File: src/hw/rtl/mort_pkg.sv
// shared types and constants for the midi octave retrigger filter
// no dependencies
package mort_pkg;

	localparam int NUM_KEYS = 128;
	localparam int KEY_W    = $clog2(NUM_KEYS);

	localparam logic [7:0] ST_NOTE_ON    = 8'h90;
	localparam logic [7:0] ST_NOTE_OFF   = 8'h80;
	localparam logic [7:0] ST_CTRL       = 8'hB0;
	localparam logic [7:0] CTRL_DAMPER   = 8'h40;
	localparam logic [6:0] PEDAL_ON_VAL  = 7'h7F;
	localparam logic [6:0] RETRIGGER_MIN = 7'd50;
	localparam logic [6:0] OCTAVE        = 7'd12;
	localparam logic [6:0] RELEASE_VAL   = 7'd64;
	localparam logic [7:0] KEY_LIMIT     = 8'(NUM_KEYS);

	typedef logic [KEY_W-1:0] key_t;

	typedef enum logic [1:0] {
		KIND_PEDAL,
		KIND_ON,
		KIND_OFF
	} kind_t;

	typedef struct packed {
		kind_t      kind;
		logic [6:0] note;
		logic [6:0] value;
		logic       retrig;
	} cmd_t;

endpackage

File: src/hw/rtl/midi_octave_retrigger_filter_core.sv
// midi octave retrigger filter top level
// path: input to command queue to output register, via ST_LOOK for a retrigger
// throughput: one input per cycle while the output is not stalled and no retrigger
// run is active, set by the sequencer sharing one memory port and the output register
// reset: channel 0, all held keys read as zero, no clearing pass
module midi_octave_retrigger_filter_core import mort_pkg::*; (
	input  logic       clk,
	input  logic       arst_n,
	input  logic       cfg_valid,
	output logic       cfg_ready,
	input  logic [3:0] cfg_data,
	input  logic       in_valid,
	output logic       in_ready,
	input  logic [7:0] status_byte,
	input  logic [7:0] first_data,
	input  logic [6:0] second_data,
	output logic       out_valid,
	input  logic       out_ready,
	output logic [7:0] out_status,
	output logic [6:0] out_note,
	output logic [6:0] out_value,
	output logic       last_of_run
);

	logic [3:0] midi_channel_q;
	logic       q_full;
	logic       q_push;
	logic       q_pop;
	logic       q_not_empty;
	cmd_t       q_cmd;
	cmd_t       q_head;

	assign cfg_ready = 1'b1;

	always_ff @(posedge clk or negedge arst_n) begin
		if (!arst_n) begin
			midi_channel_q <= 4'd0;
		end else if (cfg_valid) begin
			midi_channel_q <= cfg_data;
		end
	end

	mort_front u_front (
		.midi_channel (midi_channel_q),
		.in_valid     (in_valid),
		.in_ready     (in_ready),
		.status_byte  (status_byte),
		.first_data   (first_data),
		.second_data  (second_data),
		.q_full       (q_full),
		.q_push       (q_push),
		.q_cmd        (q_cmd)
	);

	mort_queue u_queue (
		.clk       (clk),
		.arst_n    (arst_n),
		.push      (q_push),
		.push_cmd  (q_cmd),
		.full      (q_full),
		.pop       (q_pop),
		.not_empty (q_not_empty),
		.head      (q_head)
	);

	mort_back u_back (
		.clk          (clk),
		.arst_n       (arst_n),
		.midi_channel (midi_channel_q),
		.q_not_empty  (q_not_empty),
		.q_head       (q_head),
		.q_pop        (q_pop),
		.out_valid    (out_valid),
		.out_ready    (out_ready),
		.out_status   (out_status),
		.out_note     (out_note),
		.out_value    (out_value),
		.last_of_run  (last_of_run)
	);

endmodule

File: src/hw/rtl/mort_front.sv
// front end: classifies incoming midi messages into queue commands
// depends on mort_pkg
module mort_front import mort_pkg::*; (
	input  logic [3:0] midi_channel,
	input  logic       in_valid,
	output logic       in_ready,
	input  logic [7:0] status_byte,
	input  logic [7:0] first_data,
	input  logic [6:0] second_data,
	input  logic       q_full,
	output logic       q_push,
	output cmd_t       q_cmd
);

	logic is_pedal;
	logic in_range;
	logic is_on;
	logic is_off;

	always_comb begin
		is_pedal = (status_byte == ST_CTRL) && (first_data == CTRL_DAMPER);
		in_range = first_data < KEY_LIMIT;
		is_on    = status_byte == {ST_NOTE_ON[7:4], midi_channel};
		is_off   = status_byte == {ST_NOTE_OFF[7:4], midi_channel};

		q_cmd.note   = first_data[6:0];
		q_cmd.retrig = (first_data[6:0] >= OCTAVE) && (second_data >= RETRIGGER_MIN);
		if (is_pedal) begin
			q_cmd.kind  = KIND_PEDAL;
			q_cmd.value = (second_data != 7'd0) ? PEDAL_ON_VAL : 7'd0;
		end else if (is_on) begin
			q_cmd.kind  = KIND_ON;
			q_cmd.value = second_data;
		end else begin
			q_cmd.kind  = KIND_OFF;
			q_cmd.value = RELEASE_VAL;
		end

		in_ready = !q_full;
		// dropped messages are accepted but never queued
		q_push   = in_valid && !q_full && (is_pedal || (in_range && (is_on || is_off)));
	end

endmodule

File: src/hw/rtl/mort_queue.sv
// two-entry command queue between the front end and the back end
// depends on mort_pkg
module mort_queue import mort_pkg::*; (
	input  logic clk,
	input  logic arst_n,
	input  logic push,
	input  cmd_t push_cmd,
	output logic full,
	input  logic pop,
	output logic not_empty,
	output cmd_t head
);

	cmd_t       entry_q [2];
	logic       wr_ptr_q;
	logic       rd_ptr_q;
	logic [1:0] count_q;

	assign full      = count_q == 2'd2;
	assign not_empty = count_q != 2'd0;
	assign head      = entry_q[rd_ptr_q];

	always_ff @(posedge clk) begin
		if (push) begin
			entry_q[wr_ptr_q] <= push_cmd;
		end
	end

	always_ff @(posedge clk or negedge arst_n) begin
		if (!arst_n) begin
			wr_ptr_q <= 1'b0;
			rd_ptr_q <= 1'b0;
			count_q  <= 2'd0;
		end else begin
			if (push) begin
				wr_ptr_q <= !wr_ptr_q;
			end
			if (pop) begin
				rd_ptr_q <= !rd_ptr_q;
			end
			if (push && !pop) begin
				count_q <= count_q + 2'd1;
			end else if (pop && !push) begin
				count_q <= count_q - 2'd1;
			end
		end
	end

endmodule

File: src/hw/rtl/mort_back.sv
// back end: held-velocity memory, retrigger sequencer and output register
// depends on mort_pkg
module mort_back import mort_pkg::*; (
	input  logic       clk,
	input  logic       arst_n,
	input  logic [3:0] midi_channel,
	input  logic       q_not_empty,
	input  cmd_t       q_head,
	output logic       q_pop,
	output logic       out_valid,
	input  logic       out_ready,
	output logic [7:0] out_status,
	output logic [6:0] out_note,
	output logic [6:0] out_value,
	output logic       last_of_run
);

	typedef enum logic [1:0] {
		ST_IDLE,
		ST_LOOK,
		ST_OFF,
		ST_ON
	} state_t;

	state_t     state_q;
	cmd_t       cur_q;
	logic [6:0] mem_q [NUM_KEYS];
	logic [NUM_KEYS-1:0] vld_q;
	logic [6:0] rdata_s1;
	logic       rvld_s1;

	logic       out_free;
	logic [7:0] on_st;
	logic [7:0] off_st;
	logic [6:0] head_lo;
	logic [6:0] cur_lo;
	logic [6:0] new_vel;
	logic [6:0] lower_vel;
	logic       wr_en;
	logic       clr_en;
	key_t       wr_addr;
	logic [6:0] wr_data;

	always_comb begin
		out_free  = !out_valid || out_ready;
		on_st     = {ST_NOTE_ON[7:4], midi_channel};
		off_st    = {ST_NOTE_OFF[7:4], midi_channel};
		head_lo   = q_head.note - OCTAVE;
		cur_lo    = cur_q.note - OCTAVE;
		new_vel   = cur_q.value - RETRIGGER_MIN;
		lower_vel = rvld_s1 ? rdata_s1 : 7'd0;
		q_pop     = (state_q == ST_IDLE) && q_not_empty && out_free;

		wr_en   = 1'b0;
		clr_en  = 1'b0;
		wr_addr = q_head.note[KEY_W-1:0];
		wr_data = q_head.value;
		if (q_pop) begin
			wr_en  = q_head.kind == KIND_ON;
			clr_en = q_head.kind == KIND_OFF;
		end else if (state_q == ST_LOOK && out_free && lower_vel != 7'd0) begin
			wr_en   = 1'b1;
			wr_addr = cur_lo[KEY_W-1:0];
			wr_data = new_vel;
		end
	end

	// velocity store; a lookup reads as zero unless vld_q marks the key as written since reset or its last note off
	always_ff @(posedge clk) begin
		if (wr_en) begin
			mem_q[wr_addr] <= wr_data;
		end
		if (q_pop) begin
			rdata_s1 <= mem_q[head_lo[KEY_W-1:0]];
		end
	end

	always_ff @(posedge clk or negedge arst_n) begin
		if (!arst_n) begin
			vld_q   <= '0;
			rvld_s1 <= 1'b0;
		end else begin
			if (wr_en) begin
				vld_q[wr_addr] <= 1'b1;
			end else if (clr_en) begin
				vld_q[wr_addr] <= 1'b0;
			end
			if (q_pop) begin
				rvld_s1 <= vld_q[head_lo[KEY_W-1:0]];
			end
		end
	end

	always_ff @(posedge clk or negedge arst_n) begin
		if (!arst_n) begin
			state_q     <= ST_IDLE;
			cur_q       <= '0;
			out_valid   <= 1'b0;
			out_status  <= '0;
			out_note    <= '0;
			out_value   <= '0;
			last_of_run <= 1'b0;
		end else begin
			if (out_ready) begin
				out_valid <= 1'b0;
			end
			case (state_q)
				ST_IDLE: begin
					if (q_pop) begin
						cur_q <= q_head;
						case (q_head.kind)
							KIND_PEDAL: begin
								out_valid   <= 1'b1;
								out_status  <= ST_CTRL;
								out_note    <= CTRL_DAMPER[6:0];
								out_value   <= q_head.value;
								last_of_run <= 1'b1;
							end
							KIND_ON: begin
								if (q_head.retrig) begin
									state_q <= ST_LOOK;
								end else begin
									out_valid   <= 1'b1;
									out_status  <= on_st;
									out_note    <= q_head.note;
									out_value   <= q_head.value;
									last_of_run <= 1'b1;
								end
							end
							default: begin
								out_valid   <= 1'b1;
								out_status  <= off_st;
								out_note    <= q_head.note;
								out_value   <= RELEASE_VAL;
								last_of_run <= 1'b1;
							end
						endcase
					end
				end
				ST_LOOK: begin
					if (out_free) begin
						out_valid  <= 1'b1;
						out_status <= on_st;
						out_note   <= cur_q.note;
						out_value  <= cur_q.value;
						if (lower_vel != 7'd0) begin
							last_of_run <= 1'b0;
							state_q     <= ST_OFF;
						end else begin
							last_of_run <= 1'b1;
							state_q     <= ST_IDLE;
						end
					end
				end
				ST_OFF: begin
					if (out_free) begin
						out_valid   <= 1'b1;
						out_status  <= off_st;
						out_note    <= cur_lo;
						out_value   <= RELEASE_VAL;
						last_of_run <= 1'b0;
						state_q     <= ST_ON;
					end
				end
				ST_ON: begin
					if (out_free) begin
						out_valid   <= 1'b1;
						out_status  <= on_st;
						out_note    <= cur_lo;
						out_value   <= new_vel;
						last_of_run <= 1'b1;
						state_q     <= ST_IDLE;
					end
				end
				default: begin
					state_q <= ST_IDLE;
				end
			endcase
		end
	end

endmodule
File: config.mk
export PLATFORM = sky130hd
export DESIGN_NAME = midi_octave_retrigger_filter_core
export DESIGN_NICKNAME = d
export VERILOG_FILES = /design/src/hw/rtl/mort_pkg.sv /design/src/hw/rtl/midi_octave_retrigger_filter_core.sv /design/src/hw/rtl/mort_front.sv /design/src/hw/rtl/mort_queue.sv /design/src/hw/rtl/mort_back.sv
export SDC_FILE = /design/constraint.sdc
export NUM_CORES = 2
export LEC_CHECK = 0
export BUFFER_PORTS_ARGS = -buffer_cell sky130_fd_sc_hd__buf_4
export CAP_MARGIN = 15
export CORE_MARGIN = 1
export CORE_UTILIZATION = 25
export CTS_BUF_LIST = sky130_fd_sc_hd__clkbuf_4 sky130_fd_sc_hd__clkbuf_8
export CTS_CLUSTER_DIAMETER = 30
export DETAILED_ROUTE_END_ITERATION = 12
export GPL_ROUTABILITY_DRIVEN = 1
export SETUP_SLACK_MARGIN = 0.3
export SLEW_MARGIN = 40
export SYNTH_ARGS = -nofsm -noshare
export SYNTH_HDL_FRONTEND = slang
export SYNTH_SLANG_ARGS = --single-unit
File: constraint.sdc
create_clock -name clk -period 7.63 [get_ports clk]
set_input_delay 0.3815 -clock clk [delete_from_list [all_inputs] [get_ports clk]]
set_output_delay 0.3815 -clock clk [all_outputs]
set_load 0.01 [all_outputs]
==> flow_metrics.tcl <==
set metrics [dict create \
    run_status "finished clean" \
    maxSlewViolCount 0 \
    worstPathCellList "or2_1, o21ai_1, or2_2, mux2i_1, nand2_2, buf_4, nor2_1" \
    timing.fmax_ghz 0.2065 \
    final.period_utilization_pct 63.47 \
    postSynth.topFlopCell "sky130_fd_sc_hd__edfxtp_1" \
    drc 0 \
    global_route.usage.total_pct 12.10 \
    vdd_ir_drop_max_v 0.0002717 \
    crit_path_max_incr_delay_ps 770 \
    grt_max_degree 97 \
    hpwlAfterDp_um 65370 \
    yosysWarningCount 0 \
    detail-route-antenna-nets 0 \
    grt_pass1_vias 24570 \
    cellLeakagePower_nw 17.51 \
    place_congestion 0.8104 \
    regToRegStartpoint "u_back.state_q[0]$_DFFE_PN0P_" \
    detailedRoute.firstIterationViolations 2503 \
    worstHoldPathCells 2 \
    end_kind "flop" \
    timing.final.hold_violations 0 \
    synthesis.instances 2407 \
    clock_sink_count 1113 \
    synth_top_cell_area_share_pct 62.95 \
    hold_bufs_at_cts 26 \
    cp_data_arrival_time_ps 5320 \
    floorplan.io_pins 58 \
    dr_total_vias 23840 \
    globalRouteOverflowTotal 0 \
    synthToLayoutAreaGrowth_pct 19.63 \
    dominant_cell_type_by_area_after_synthesis "sky130_fd_sc_hd__edfxtp_1" \
    reg2regPathDepth 7 \
    dieWidth_um 424.9 \
    wire_length_of_the_first_global_routing_pass_um 164000 \
    worst_setup_slack_final_ps 2787 \
    path_clk_slew_ps 50 \
    yosys.cell_types.count 54 \
    skew_ps 55.54 \
    max_slew.worst_pin.slew_ps 859.4 \
    worst_slew_margin_rel_pct 41.22 \
    synth.yosys.seq_area_share_pct 72.80 \
    cts_resized 0 \
    coreArea_um2 176900 \
    timing_worst_setup_path_type "flop to flop" \
    report.final.setup_viol 0 \
    synthMostInstantiatedCell "sky130_fd_sc_hd__edfxtp_1" \
    cp_num_buf_inv 1 \
    final_layout_size_suffix_gt1_share_pct 31.07 \
    drt-pass1-iter-count 5 \
    cts_tree "done" \
    viasPerCell 4.631 \
    design.die.area_um2 180500 \
    final_cells 5148 \
    synth_area_per_cell_um2 18.57 \
    number_of_fill_cells_in_the_layout 17170 \
    start_kind "flop" \
    synth_enable_flop_cells 937 \
    synthTopCellsByArea "sky130_fd_sc_hd__edfxtp_1 (63%), sky130_fd_sc_hd__mux4_2 (16%), sky130_fd_sc_hd__dfrtp_1 (9.9%), sky130_fd_sc_hd__o21ai_0 (3.3%), sky130_fd_sc_hd__nor2_1 (1.3%)" \
    power_mw 20.03 \
    fin_setup_tns_ps 0 \
    clock_buffer_depth 3 \
    worstHoldEndpoint "u_queue.entry_q[1][15]$_DFFE_PP_" \
    dpl_worst_slack_ps 2891 \
    hold_start "status_byte[4]" \
    clk_root_buffer_cell "sky130_fd_sc_hd__clkbuf_8" \
    grt_setup_unrepaired "no" \
    cts_made_buffers 229 \
    yosys-top-cells-count "sky130_fd_sc_hd__edfxtp_1 (937), sky130_fd_sc_hd__mux4_2 (310), sky130_fd_sc_hd__o21ai_0 (299)" \
    final_period_minus_worst_setup_slack_ps 4843 \
    cp.required_ps 8100 \
    finish.net_count 2639 \
    chipHeight_um 424.9 \
    postRouteWirelength_um 110200 \
    min-delay-path-class "primary input to flop" \
    numPortBuffers 55 \
    mappedNetlistArea_um2 44700 \
    ys_async_sr_fraction_pct 15.81 \
    max_cap_violations 0 \
    h_tree_depth 4 \
    r2r-end "u_back.mem_q[105][4]$_DFFE_PP_" \
    synth-seq-cells 1113 \
    ff2ff_setup_slack_ps 2790 \
    row_count 154 \
    cp_top_family "simple AND/OR/NAND/NOR gates" \
    grt_antenna_before_repair 5 \
    power_per_cell_area_nw_per_um2 374.5 \
    crit_slowest_cell "sky130_fd_sc_hd__or2_2" \
    route.detailed.wl_per_inst_um 21.40 \
    worstSkewPairLatency_ps 890 \
    critical_path.max_fanout 27 \
    synthesis.nets 2443 \
    cts_setup_buffers 0 \
    initial_core_util_pct 25.27 \
    numPlacedInstances 4683 \
]
## cell usage in the layout, fill, tap and decap left out, drive strengths merged, types with 16 or more instances in the layout
master	count
mux2i	53
xnor2	16
a21oi	20
edfxtp	937
clkinv	97
bufinv	25
nand2	101
o21ai	302
dlygate4sd3	26
mux4	310
dfrtp	176
nor2	155
buf	104
clkinvlp	25
nor3	17
inv	29
clkbuf	273
o22ai	24
## worst max-delay path by stage
stage | startpoint | endpoint | cells after the start
2_1_floorplan | flop | u_back.mem_q[0][0]$_DFFE_PP_ | 10
3_3_place_gp | u_back.state_q[0]$_DFFE_PN0P_ | u_back.mem_q[45][3]$_DFFE_PP_ | 8
3_5_place_dp | u_back.state_q[0]$_DFFE_PN0P_ | u_back.mem_q[105][0]$_DFFE_PP_ | 7
4_1_cts | u_back.state_q[0]$_DFFE_PN0P_ | u_back.mem_q[105][0]$_DFFE_PP_ | 7
5_1_grt | u_back.state_q[0]$_DFFE_PN0P_ | u_back.mem_q[21][4]$_DFFE_PP_ | 8
6_report | u_back.state_q[0]$_DFFE_PN0P_ | u_back.mem_q[105][4]$_DFFE_PP_ | 7
## per-layer routing
metal  vias up  wire [um]  track usage (%)
met5         -          0                0
li1      10170          -                -
met1     12520      47700            16.32
met3       168       8171            3.301
met2       989      51700            18.75
met4         0       2622            4.143
## cell type report
cell class,count,area [um^2],area share [%]
flip-flops and latches,1113,32540,60.85
multi-input cells,1115,11590,21.67
clock buffers,273,3507,6.559
well taps,2340,2928,5.475
clock inverters,162,1672,3.126
repair buffers,130,1180,2.206
inverters,14,55.05,0.1030
diodes,1,2.502,0.004680
## through the flow
step	utilization [%]	hold slack (ps)	instance area [um^2]
6_report	30.23	87.93	53470
5_1_grt	30.23	52.94	53470
4_1_cts	30.18	7.077	53380
3_5_place_dp	27.10	446.1	47940
3_3_place_gp	27.06	445.0	47860
2_1_floorplan	-	85.91	44700
## cells by family (layout without fill, tap and decap cells)
| family | after synthesis | count (layout) | synth area share, % |
|---|---|---|---|
| flip-flops | 1113 | 1113 | 72.80 |
| AO/OA/AOI/OAI | 389 | 389 | 4.742 |
| multiplexers | 374 | 374 | 17.09 |
| AND/OR/NAND/NOR | 322 | 322 | 3.054 |
| buffers and inverters | 179 | 579 | 1.716 |
| XOR/XNOR | 24 | 24 | 0.4702 |
| adder cells (fa/ha/maj) | 4 | 4 | 0.1120 |
| other | 2 | 3 | 0.01680 |
## report_power, final
part           switching [mW]  internal, mW  total, mW
Sequential              0.294          7.80       8.09
Clock                    2.81          3.99       6.80
Combinational            3.20          1.93       5.13
Total                    6.31          13.7       20.0
(Power assumes the default switching activity.)
